File: src/hdl/rtp_jb_pkg.sv
// Shared types, widths and codes for the RTP jitter buffer.
package rtp_jb_pkg;

  // Slot count; the slot index is the low bits of the sequence, so a power of two.
  localparam int SLOT_COUNT = 8;
  localparam int SLOT_W     = $clog2(SLOT_COUNT);
  localparam int PEND_W     = $clog2(SLOT_COUNT + 1);

  localparam int SEQ_W      = 16;
  localparam int TS_W       = 32;
  localparam int PAY_W      = 64;
  localparam int BYTES_W    = 13;
  localparam int PREBUF_W   = 4;
  localparam int STATUS_W   = 4;
  localparam int DEPTH_W    = 4;
  localparam int DROP_W     = 32;
  localparam int ACTION_W   = 2;
  localparam int CFG_IDX_W  = 2;
  localparam int CFG_DATA_W = 13;

  // Slot entry in memory: {sequence, timestamp, payload}
  localparam int SLOT_DATA_W = SEQ_W + TS_W + PAY_W;

  localparam logic [BYTES_W-1:0]  EXPECTED_BYTES_RST = BYTES_W'(640);
  localparam logic [BYTES_W-1:0]  MAX_BYTES_RST      = BYTES_W'(640);
  localparam logic [PREBUF_W-1:0] PREBUF_RST         = PREBUF_W'(3);

  typedef enum logic [ACTION_W-1:0] {
    ACT_ENQUEUE = 2'd0,
    ACT_PLAYOUT = 2'd1,
    ACT_FLUSH   = 2'd2
  } action_t;

  typedef enum logic [CFG_IDX_W-1:0] {
    CFG_EXPECTED_BYTES = 2'd0,
    CFG_MAX_BYTES      = 2'd1,
    CFG_PREBUF         = 2'd2
  } cfg_idx_t;

  typedef enum logic [STATUS_W-1:0] {
    ST_STORED       = 4'd0,
    ST_STORED_SYNC  = 4'd1,
    ST_STORED_EVICT = 4'd2,
    ST_REJECTED     = 4'd3,
    ST_LATE         = 4'd4,
    ST_DUPLICATE    = 4'd5,
    ST_FRAME        = 4'd6,
    ST_MISSING      = 4'd7,
    ST_BUFFERING    = 4'd8,
    ST_FLUSHED      = 4'd9
  } status_t;

  typedef enum logic {
    S_IDLE = 1'b0,
    S_EXEC = 1'b1
  } fsm_t;

endpackage

File: src/hdl/rtp_jb_frame_if.sv
// Request channel carrying one action with its frame fields.
interface rtp_jb_frame_if;
  logic                           valid;
  logic                           ready;
  logic [rtp_jb_pkg::ACTION_W-1:0] action;
  logic [rtp_jb_pkg::SEQ_W-1:0]    sequence_req;
  logic                           has_sequence;
  logic [rtp_jb_pkg::TS_W-1:0]     timestamp;
  logic [rtp_jb_pkg::BYTES_W-1:0]  frame_len;
  logic [rtp_jb_pkg::PAY_W-1:0]    payload;

  modport source (output valid, action, sequence_req, has_sequence, timestamp,
                  frame_len, payload, input ready);
  modport sink   (input valid, action, sequence_req, has_sequence, timestamp,
                  frame_len, payload, output ready);
endinterface

File: src/hdl/rtp_jb_result_if.sv
// Result channel: status, played frame and counters.
interface rtp_jb_result_if;
  logic                            valid;
  logic                            ready;
  logic [rtp_jb_pkg::STATUS_W-1:0] status;
  logic [rtp_jb_pkg::SEQ_W-1:0]    out_sequence;
  logic [rtp_jb_pkg::TS_W-1:0]     out_timestamp;
  logic [rtp_jb_pkg::PAY_W-1:0]    out_payload;
  logic [rtp_jb_pkg::DEPTH_W-1:0]  pending_depth;
  logic [rtp_jb_pkg::DROP_W-1:0]   drop_total;

  modport source (output valid, status, out_sequence, out_timestamp, out_payload,
                  pending_depth, drop_total, input ready);
  modport sink   (input valid, status, out_sequence, out_timestamp, out_payload,
                  pending_depth, drop_total, output ready);
endinterface

File: src/hdl/rtp_jb_cfg_if.sv
// Register write channel.
interface rtp_jb_cfg_if;
  logic                              valid;
  logic                              ready;
  logic [rtp_jb_pkg::CFG_IDX_W-1:0]  index;
  logic [rtp_jb_pkg::CFG_DATA_W-1:0] data;

  modport source (output valid, index, data, input ready);
  modport sink   (input valid, index, data, output ready);
endinterface

File: src/hdl/rtp_jb_ram.sv
// Generic single-port-write, one-read RAM with registered read data.
module rtp_jb_ram #(
  parameter int WIDTH = 8,
  parameter int DEPTH = 8
) (
  input  logic                     clk,
  input  logic                     wr_en,
  input  logic [$clog2(DEPTH)-1:0] wr_addr,
  input  logic [WIDTH-1:0]         wr_data,
  input  logic                     rd_en,
  input  logic [$clog2(DEPTH)-1:0] rd_addr,
  output logic [WIDTH-1:0]         rd_data
);

  logic [WIDTH-1:0] mem [DEPTH];

  always_ff @(posedge clk) begin
    if (wr_en) begin
      mem[wr_addr] <= wr_data;
    end
    if (rd_en) begin
      rd_data <= mem[rd_addr];
    end
  end

endmodule

File: src/hdl/rtp_jitter_buffer_top.sv
// RTP jitter buffer: reorder store and playout control over a slot memory.
//
//  channel  dir  handshake      contents
//  frame    in   valid/ready    action, sequence_req, has_sequence, timestamp,
//                               frame_len, payload
//  result   out  valid/ready    status, out_sequence, out_timestamp, out_payload,
//                               pending_depth, drop_total
//  cfg      in   valid/ready    index, data (ready always high)
//
// For each request the slot memory is read when the request is accepted, and the
// execute state does the update, the memory write-back and the result register load.
// A request is accepted only in idle, so a write-back never overlaps a read.
// If the result register is still full, the update waits until it is taken.
// Reset is synchronous: slot valid bits, counters, control state and result valid are reset.
module rtp_jitter_buffer_top (
  input  logic          clk,
  input  logic          rst,
  rtp_jb_frame_if.sink  frame,
  rtp_jb_result_if.source result,
  rtp_jb_cfg_if.sink    cfg
);
  import rtp_jb_pkg::*;

  fsm_t state, state_next;

  // configuration
  logic [BYTES_W-1:0]  expected_bytes;
  logic [BYTES_W-1:0]  max_bytes;
  logic [PREBUF_W-1:0] prebuf;

  // control state
  logic [SLOT_COUNT-1:0] slot_valid, slot_valid_next;
  logic [PEND_W-1:0]     pending_count, pending_count_next;
  logic                  is_buffering, is_buffering_next;
  logic                  next_known, next_known_next;
  logic [SEQ_W-1:0]      next_expected, next_expected_next;
  logic [DROP_W-1:0]     drop_counter, drop_counter_next;

  // captured request
  logic [ACTION_W-1:0] item_action;
  logic [SEQ_W-1:0]    item_seq;
  logic                item_has_seq;
  logic [TS_W-1:0]     item_ts;
  logic [BYTES_W-1:0]  item_bytes;
  logic [PAY_W-1:0]    item_payload;

  // result register
  logic                res_valid;
  status_t             res_status, res_status_next;
  logic [SEQ_W-1:0]    res_seq, res_seq_next;
  logic [TS_W-1:0]     res_ts, res_ts_next;
  logic [PAY_W-1:0]    res_payload, res_payload_next;

  // memory
  logic                   ram_wr_en;
  logic [SLOT_W-1:0]      ram_wr_addr;
  logic [SLOT_DATA_W-1:0] ram_wr_data;
  logic                   ram_rd_en;
  logic [SLOT_W-1:0]      ram_rd_addr;
  logic [SLOT_DATA_W-1:0] ram_rd_data;
  logic [SEQ_W-1:0]       rd_seq;
  logic [TS_W-1:0]        rd_ts;
  logic [PAY_W-1:0]       rd_payload;

  logic frame_acc;
  logic res_free;
  logic commit;
  logic [SEQ_W-1:0] seq_auto;
  logic [SEQ_W-1:0] seq_in;

  assign frame_acc = frame.valid && frame.ready;
  assign res_free  = !res_valid || result.ready;
  assign commit    = (state == S_EXEC) && res_free;

  // sequence given to a frame that carries none
  assign seq_auto = next_known ? (next_expected + SEQ_W'(pending_count)) : '0;
  assign seq_in   = frame.has_sequence ? frame.sequence_req : seq_auto;

  assign {rd_seq, rd_ts, rd_payload} = ram_rd_data;

  rtp_jb_ram #(
    .WIDTH (SLOT_DATA_W),
    .DEPTH (SLOT_COUNT)
  ) u_slot_ram (
    .clk     (clk),
    .wr_en   (ram_wr_en),
    .wr_addr (ram_wr_addr),
    .wr_data (ram_wr_data),
    .rd_en   (ram_rd_en),
    .rd_addr (ram_rd_addr),
    .rd_data (ram_rd_data)
  );

  // next state
  always_comb begin
    state_next = state;
    unique case (state)
      S_IDLE: begin
        if (frame_acc) begin
          state_next = S_EXEC;
        end
      end
      S_EXEC: begin
        if (res_free) begin
          state_next = S_IDLE;
        end
      end
      default: state_next = S_IDLE;
    endcase
  end

  // fsm outputs
  always_comb begin
    frame.ready = 1'b0;
    ram_rd_en   = 1'b0;
    unique case (state)
      S_IDLE: begin
        frame.ready = 1'b1;
        ram_rd_en   = frame.valid;
      end
      S_EXEC: begin
        frame.ready = 1'b0;
        ram_rd_en   = 1'b0;
      end
      default: ;
    endcase
  end

  assign ram_rd_addr = (frame.action == ACT_PLAYOUT) ? next_expected[SLOT_W-1:0]
                                                     : seq_in[SLOT_W-1:0];

  // update of the buffer state for the captured request
  always_comb begin
    logic [SEQ_W-1:0]  seq_e;
    logic [SEQ_W-1:0]  ne_base;
    logic [SEQ_W-1:0]  diff;
    logic              len_bad;
    logic              late;
    logic              resync;
    logic [SLOT_W-1:0] idx;
    logic              occ;

    slot_valid_next    = slot_valid;
    pending_count_next = pending_count;
    is_buffering_next  = is_buffering;
    next_known_next    = next_known;
    next_expected_next = next_expected;
    drop_counter_next  = drop_counter;
    res_status_next    = ST_REJECTED;
    res_seq_next       = '0;
    res_ts_next        = '0;
    res_payload_next   = '0;
    ram_wr_en          = 1'b0;

    seq_e   = item_has_seq ? item_seq : seq_auto;
    ne_base = next_known ? next_expected : seq_e;
    diff    = seq_e - ne_base;
    len_bad = (item_bytes == '0) || (item_bytes != expected_bytes) ||
              (item_bytes > max_bytes);
    late    = !is_buffering && diff[SEQ_W-1];
    resync  = !is_buffering && !diff[SEQ_W-1] && (diff >= SEQ_W'(SLOT_COUNT));
    idx     = (item_action == ACT_PLAYOUT) ? next_expected[SLOT_W-1:0]
                                           : seq_e[SLOT_W-1:0];
    occ     = slot_valid[idx] && !resync;

    ram_wr_addr = idx;
    ram_wr_data = {seq_e, item_ts, item_payload};

    case (item_action)
      ACT_ENQUEUE: begin
        if (len_bad) begin
          res_status_next = ST_REJECTED;
        end else begin
          next_known_next    = 1'b1;
          next_expected_next = ne_base;
          if (late) begin
            res_status_next = ST_LATE;
          end else begin
            res_status_next = ST_STORED;
            if (resync) begin
              slot_valid_next    = '0;
              pending_count_next = '0;
              is_buffering_next  = 1'b1;
              next_expected_next = seq_e;
              drop_counter_next  = drop_counter_next + 1'b1;
              res_status_next    = ST_STORED_SYNC;
            end
            if (occ && (rd_seq == seq_e)) begin
              res_status_next = ST_DUPLICATE;
            end else begin
              if (occ) begin
                if (pending_count_next != '0) begin
                  pending_count_next = pending_count_next - 1'b1;
                end
                drop_counter_next = drop_counter_next + 1'b1;
                res_status_next   = ST_STORED_EVICT;
              end
              slot_valid_next[idx] = 1'b1;
              pending_count_next   = pending_count_next + 1'b1;
              ram_wr_en            = commit;
              if (is_buffering_next &&
                  (SEQ_W'(pending_count_next) >= SEQ_W'(prebuf))) begin
                is_buffering_next = 1'b0;
              end
            end
          end
        end
      end
      ACT_PLAYOUT: begin
        if ((!next_known || is_buffering) &&
            !(next_known && (SEQ_W'(pending_count) >= SEQ_W'(prebuf)))) begin
          res_status_next = ST_BUFFERING;
        end else begin
          is_buffering_next = 1'b0;
          if (slot_valid[idx] && (rd_seq == next_expected)) begin
            res_status_next      = ST_FRAME;
            res_seq_next         = rd_seq;
            res_ts_next          = rd_ts;
            res_payload_next     = rd_payload;
            slot_valid_next[idx] = 1'b0;
            if (pending_count != '0) begin
              pending_count_next = pending_count - 1'b1;
            end
            next_expected_next = next_expected + 1'b1;
          end else if (pending_count == '0) begin
            // underrun: rebuffer and relearn the sequence
            is_buffering_next = 1'b1;
            next_known_next   = 1'b0;
            res_status_next   = ST_BUFFERING;
          end else begin
            next_expected_next = next_expected + 1'b1;
            res_status_next    = ST_MISSING;
          end
        end
      end
      ACT_FLUSH: begin
        slot_valid_next    = '0;
        pending_count_next = '0;
        is_buffering_next  = 1'b1;
        next_known_next    = 1'b0;
        next_expected_next = '0;
        drop_counter_next  = '0;
        res_status_next    = ST_FLUSHED;
      end
      default: res_status_next = ST_REJECTED;
    endcase
  end

  always_ff @(posedge clk) begin
    if (rst) begin
      state         <= S_IDLE;
      slot_valid    <= '0;
      pending_count <= '0;
      is_buffering  <= 1'b1;
      next_known    <= 1'b0;
      next_expected <= '0;
      drop_counter  <= '0;
      res_valid     <= 1'b0;
    end else begin
      state <= state_next;
      if (commit) begin
        slot_valid    <= slot_valid_next;
        pending_count <= pending_count_next;
        is_buffering  <= is_buffering_next;
        next_known    <= next_known_next;
        next_expected <= next_expected_next;
        drop_counter  <= drop_counter_next;
        res_valid     <= 1'b1;
      end else if (result.ready) begin
        res_valid <= 1'b0;
      end
    end
  end

  always_ff @(posedge clk) begin
    if (rst) begin
      expected_bytes <= EXPECTED_BYTES_RST;
      max_bytes      <= MAX_BYTES_RST;
      prebuf         <= PREBUF_RST;
    end else if (cfg.valid && cfg.ready) begin
      case (cfg.index)
        CFG_EXPECTED_BYTES: expected_bytes <= cfg.data[BYTES_W-1:0];
        CFG_MAX_BYTES:      max_bytes      <= cfg.data[BYTES_W-1:0];
        CFG_PREBUF:         prebuf         <= cfg.data[PREBUF_W-1:0];
        default: ;
      endcase
    end
  end

  // request capture and result payload
  always_ff @(posedge clk) begin
    if (frame_acc) begin
      item_action  <= frame.action;
      item_seq     <= frame.sequence_req;
      item_has_seq <= frame.has_sequence;
      item_ts      <= frame.timestamp;
      item_bytes   <= frame.frame_len;
      item_payload <= frame.payload;
    end
    if (commit) begin
      res_status  <= res_status_next;
      res_seq     <= res_seq_next;
      res_ts      <= res_ts_next;
      res_payload <= res_payload_next;
    end
  end

  assign cfg.ready            = 1'b1;
  assign result.valid         = res_valid;
  assign result.status        = res_status;
  assign result.out_sequence  = res_seq;
  assign result.out_timestamp = res_ts;
  assign result.out_payload   = res_payload;
  assign result.pending_depth = DEPTH_W'(pending_count);
  assign result.drop_total    = drop_counter;

endmodule
File: src/flat_wrapper.sv
// flat-port wrapper written by rule: the top's interface ports become plain ports
module rtp_jitter_buffer_top_flat import rtp_jb_pkg::*;
  (clk, rst, frame_valid, frame_action, frame_sequence_req, frame_has_sequence, frame_timestamp, frame_frame_len, frame_payload, frame_ready, result_valid, result_status, result_out_sequence, result_out_timestamp, result_out_payload, result_pending_depth, result_drop_total, result_ready, cfg_valid, cfg_index, cfg_data, cfg_ready);
  rtp_jb_frame_if frame_i ();
  rtp_jb_result_if result_i ();
  rtp_jb_cfg_if cfg_i ();
  input  logic clk;
  input  logic rst;
  input wire logic [$bits(frame_i.valid)-1:0] frame_valid;
  input wire logic [$bits(frame_i.action)-1:0] frame_action;
  input wire logic [$bits(frame_i.sequence_req)-1:0] frame_sequence_req;
  input wire logic [$bits(frame_i.has_sequence)-1:0] frame_has_sequence;
  input wire logic [$bits(frame_i.timestamp)-1:0] frame_timestamp;
  input wire logic [$bits(frame_i.frame_len)-1:0] frame_frame_len;
  input wire logic [$bits(frame_i.payload)-1:0] frame_payload;
  output wire logic [$bits(frame_i.ready)-1:0] frame_ready;
  output wire logic [$bits(result_i.valid)-1:0] result_valid;
  output wire logic [$bits(result_i.status)-1:0] result_status;
  output wire logic [$bits(result_i.out_sequence)-1:0] result_out_sequence;
  output wire logic [$bits(result_i.out_timestamp)-1:0] result_out_timestamp;
  output wire logic [$bits(result_i.out_payload)-1:0] result_out_payload;
  output wire logic [$bits(result_i.pending_depth)-1:0] result_pending_depth;
  output wire logic [$bits(result_i.drop_total)-1:0] result_drop_total;
  input wire logic [$bits(result_i.ready)-1:0] result_ready;
  input wire logic [$bits(cfg_i.valid)-1:0] cfg_valid;
  input wire logic [$bits(cfg_i.index)-1:0] cfg_index;
  input wire logic [$bits(cfg_i.data)-1:0] cfg_data;
  output wire logic [$bits(cfg_i.ready)-1:0] cfg_ready;
  assign frame_i.valid = frame_valid;
  assign frame_i.action = frame_action;
  assign frame_i.sequence_req = frame_sequence_req;
  assign frame_i.has_sequence = frame_has_sequence;
  assign frame_i.timestamp = frame_timestamp;
  assign frame_i.frame_len = frame_frame_len;
  assign frame_i.payload = frame_payload;
  assign frame_ready = frame_i.ready;
  assign result_valid = result_i.valid;
  assign result_status = result_i.status;
  assign result_out_sequence = result_i.out_sequence;
  assign result_out_timestamp = result_i.out_timestamp;
  assign result_out_payload = result_i.out_payload;
  assign result_pending_depth = result_i.pending_depth;
  assign result_drop_total = result_i.drop_total;
  assign result_i.ready = result_ready;
  assign cfg_i.valid = cfg_valid;
  assign cfg_i.index = cfg_index;
  assign cfg_i.data = cfg_data;
  assign cfg_ready = cfg_i.ready;
  rtp_jitter_buffer_top u_core (.clk(clk), .rst(rst), .frame(frame_i), .result(result_i), .cfg(cfg_i));
endmodule
File: config.mk
export PLATFORM = sky130hd
export DESIGN_NAME = rtp_jitter_buffer_top_flat
export DESIGN_NICKNAME = d
export VERILOG_FILES = /design/src/hdl/rtp_jb_pkg.sv /design/src/hdl/rtp_jb_frame_if.sv /design/src/hdl/rtp_jb_result_if.sv /design/src/hdl/rtp_jb_cfg_if.sv /design/src/hdl/rtp_jb_ram.sv /design/src/hdl/rtp_jitter_buffer_top.sv /design/src/flat_wrapper.sv
export SDC_FILE = /design/constraint.sdc
export NUM_CORES = 2
export LEC_CHECK = 0
export ABC_AREA = 0
export CORE_UTILIZATION = 35
export DETAILED_ROUTE_END_ITERATION = 8
export DONT_BUFFER_PORTS = 1
export RECOVER_POWER = 25
export SLEW_MARGIN = 20
export SYNTH_ARGS = -nofsm -noshare
export SYNTH_HDL_FRONTEND = slang
export SYNTH_SLANG_ARGS = --single-unit
File: constraint.sdc
create_clock -name clk -period 22.2 [get_ports clk]
set_clock_uncertainty 0.15 [all_clocks]
set_input_delay 3.33 -clock clk [delete_from_list [all_inputs] [get_ports clk]]
set_output_delay 3.33 -clock clk [all_outputs]
set_load 0.05 [all_outputs]
==> flow_summary.ini <==
[outcome]
run_status = complete, no violations

[global_route]
grt_pass1_vias = 28800
grt_start_max_net_pins = 135
grt_antenna_before_repair = 23
overflow_left_after_global_routing = 0
grt.total_usage = 0.164
global_route_wire_length_before_repair_mm = 194

[cts]
clock_tree.root_cell = sky130_fd_sc_hd__clkbuf_16
hold_buffers = 0
cts_setup_buffers = 0
worst_skew_pair.late_latency_ps = 790
clkTransAtPathRegs_ps = 60
tritoncts_buffers = 145
cts_tree = yes
clk_path_buf_depth = 3
h_tree_level_count = 4
cts_num_sinks = 1346
post_cts.resized_instances = 0

[synth]
synth-seq-cells = 1346
yosysWarnings = 0
synth.cell_area_sq_um = 54800
synth_enable_flop_cells = 1252
synthesis.instances = 3210
share_of_flip_flops_with_an_asynchronous_set_or_reset_after_synthesis = 0
synthFlopType = sky130_fd_sc_hd__edfxtp_1
synth.distinct_cells = 102
seq_area_frac_synth = 0.720
postSynthAreaPerCell_sq_um = 17.1
synth_nets = 3404

[worst_setup_path]
worstSetupEndpointType = register
worstPathMaxFanout = 63
worst_path_largest_cell_delay_ps = 960
cp_data_arrival_time_ps = 10430
critical_path.slowest_cell = sky130_fd_sc_hd__dfxtp_1
critical_path_s_top_delay_family = simple AND/OR/NAND/NOR gates
crit_path_frequent_cell = sky130_fd_sc_hd__buf_4
startpoint_type = register
worst-endpoint-required_ps = 22440
timing_worst_setup_path_type = register to register
cp_num_buf_inv = 5

[placed_design]
total_of_buffers_placed_on_input_and_output_ports = 0
dpl.cell_count = 5138
gp_congestion = 0.903
postPlaceCellArea_sq_um = 57300
dpl_worst_slack_ps = 12010
dpl.hpwl_mm = 79.1

[layout]
areaGrowthSynthToFinish_pct = 13.0
postLayoutCellArea_sq_um = 62000
fin_cells = 5397
share_of_cells_above_drive_strength_1 = 0.193
final_net_count = 3435
most_common_cell_after_layout_fill_and_taps_aside = sky130_fd_sc_hd__edfxtp_1
most_used_cells_in_the_layout_excluding_fill_and_tap_cells = sky130_fd_sc_hd__edfxtp_1, sky130_fd_sc_hd__mux4_2, sky130_fd_sc_hd__nand2_1

[floorplan]
die_area_sq_um = 158000
core_area_sq_um = 155000
start_util = 0.354
die_height_um = 398
std_cell_rows = 144
i_o_pin_total = 303
die-width_um = 398

[drt]
firstDrtPassIters = 6
detail_route.wl_per_cell_um = 24.3
initial_drc_count = 2150
route.antenna.remaining_nets = 0
totalWireLength_mm = 131
post-route-drc-count = 0
via_count = 28600
detail_route.vias_per_cell = 5.30

[timing]
tightest_slew_ps = 1140
slew_viol_final = 0
setup_viol = 0
fmax_mhz = 98.1
final-hold-violation-count = 0
timing.slew.headroom = 0.236
rsz0062_at_grt = no
finalWorstSetupSlack_ps = 12000
setup_tns_ps = 0
final.min_clock_period_ps = 10200
share_of_the_clock_period_used_by_the_worst_path_after_layout = 0.459

[worst_hold_path]
hp-class = register to register

[pwr]
leakagePower_nw = 19.4
power.ir.vdd_worst_mv = 0.0766
power.density_cell_area_nw_per_um2 = 90.0

[flow_run]
max_cap_viol_count = 0
[worst paths after layout]
kind / startpoint / endpoint / slack, ps / cells after the start
worst max register to register: u_core.result.pending_depth[0] / u_core.u_slot_ram.mem[4][15] / 12000 / 27
worst min-delay path: u_core.max_bytes[12] / u_core.max_bytes[12] / 300 / 2
worst max-delay path: u_core.result.pending_depth[0] / u_core.u_slot_ram.mem[4][15] / 12000 / 27
worst min register to register: u_core.max_bytes[12] / u_core.max_bytes[12] / 300 / 2
[per-layer routing]
metal	up-vias	wire, um	global-route usage
li1	12800	-	-
met4	24	2520	0.0402
met1	14700	56400	0.221
met3	205	8280	0.0434
met2	881	63600	0.264
met5	-	139	0
[synth_stat cells, types with 8 or more instances]
cell                       count  area share
sky130_fd_sc_hd__edfxtp_1   1252        0.69
sky130_fd_sc_hd__mux4_2      226       0.093
sky130_fd_sc_hd__nand2_1     192       0.013
sky130_fd_sc_hd__and2_1      131       0.015
sky130_fd_sc_hd__a21oi_1     117       0.011
sky130_fd_sc_hd__nor2_1      116      0.0079
sky130_fd_sc_hd__mux2_2      113       0.023
sky130_fd_sc_hd__clkbuf_1    110      0.0075
sky130_fd_sc_hd__o21ai_0     103      0.0094
sky130_fd_sc_hd__dfxtp_1      94       0.034
sky130_fd_sc_hd__inv_1        59      0.0040
sky130_fd_sc_hd__nand3_1      47      0.0043
sky130_fd_sc_hd__nor3_1       46      0.0042
sky130_fd_sc_hd__ha_1         44       0.010
sky130_fd_sc_hd__xor2_1       44      0.0070
sky130_fd_sc_hd__xnor2_1      38      0.0061
sky130_fd_sc_hd__buf_1        32      0.0022
sky130_fd_sc_hd__nand4_1      32      0.0037
sky130_fd_sc_hd__nor4_1       26      0.0030
sky130_fd_sc_hd__a31oi_1      23      0.0026
sky130_fd_sc_hd__nand2b_1     21      0.0024
sky130_fd_sc_hd__and3_1       20      0.0023
sky130_fd_sc_hd__buf_2        20      0.0018
sky130_fd_sc_hd__a211oi_1     18      0.0025
sky130_fd_sc_hd__mux2i_1      17      0.0031
sky130_fd_sc_hd__nor2b_1      17      0.0019
sky130_fd_sc_hd__a21o_1       15      0.0021
sky130_fd_sc_hd__or3_1        14      0.0016
sky130_fd_sc_hd__o211ai_1     13      0.0018
sky130_fd_sc_hd__a22oi_1      11      0.0015
sky130_fd_sc_hd__o22ai_1      11      0.0013
sky130_fd_sc_hd__o31ai_1      11      0.0015
sky130_fd_sc_hd__o21ai_1      10     0.00091
sky130_fd_sc_hd__o32ai_1       9      0.0014
sky130_fd_sc_hd__a32o_1        8      0.0015
sky130_fd_sc_hd__or4_1         8      0.0011
[layout make-up]
type	instances	area, sq um
Antenna cell	2	5.00
Clock buffer	183	3810
Clock inverter	74	875
Fill cell	13900	92800
Inverter	61	234
Multi-Input combinational cell	1636	14500
Sequential cell	1346	39500
Tap cell	2044	2560
Timing Repair Buffer	51	473
[stage by stage]
step / utilization / hold slack [ps] / total power, W
finish: 0.400 / 297 / 0.00557
global route: 0.400 / 315 / 0.00577
CTS: 0.400 / 299 / 0.00565
detailed placement: 0.370 / 291 / 0.00327
global placement: 0.370 / 290 / 0.00327
floorplan: - / 286 / 0.00318
[tightest hold or removal path, cell delays in order, from the launching register on]
cell and delay [ps]:
sky130_fd_sc_hd__dfxtp_1 300, sky130_fd_sc_hd__nand2_1 50, sky130_fd_sc_hd__a21oi_1 50
[sequential cells by signal (all words and copies together) (netlist names), 8 cells and up]
signal                       cells
u_core.u_slot_ram.mem          896
u_core.u_slot_ram.rd_data      112
u_core.item_payload             64
u_core.result.out_payload       64
u_core.item_ts                  32
u_core.result.drop_total        32
u_core.result.out_timestamp     32
u_core.item_seq                 16
u_core.next_expected            16
u_core.result.out_sequence      16
u_core.expected_bytes           13
u_core.item_bytes               13
u_core.max_bytes                13
u_core.slot_valid                8
[logic make-up after synthesis]
family,count (synthesis),synth area share
muxes,357,0.119
AOI/OAI and AO/OA,428,0.0514
and+or+nand+nor,722,0.0688
other,1,0.0000684
xor gates and xnor gates,82,0.0131
adders and majority gates,46,0.0108
buffers and inverters,228,0.0165
DFF,1346,0.720
[power by group]
part           switching (W)  internal (W)  total (W)
Combinational       0.000161      0.000117   0.000279
Sequential         0.0000953       0.00284    0.00293
Clock                0.00101       0.00135    0.00236
Total                0.00127       0.00430    0.00557
No activity file was read; power rests on OpenSTA's default activity.
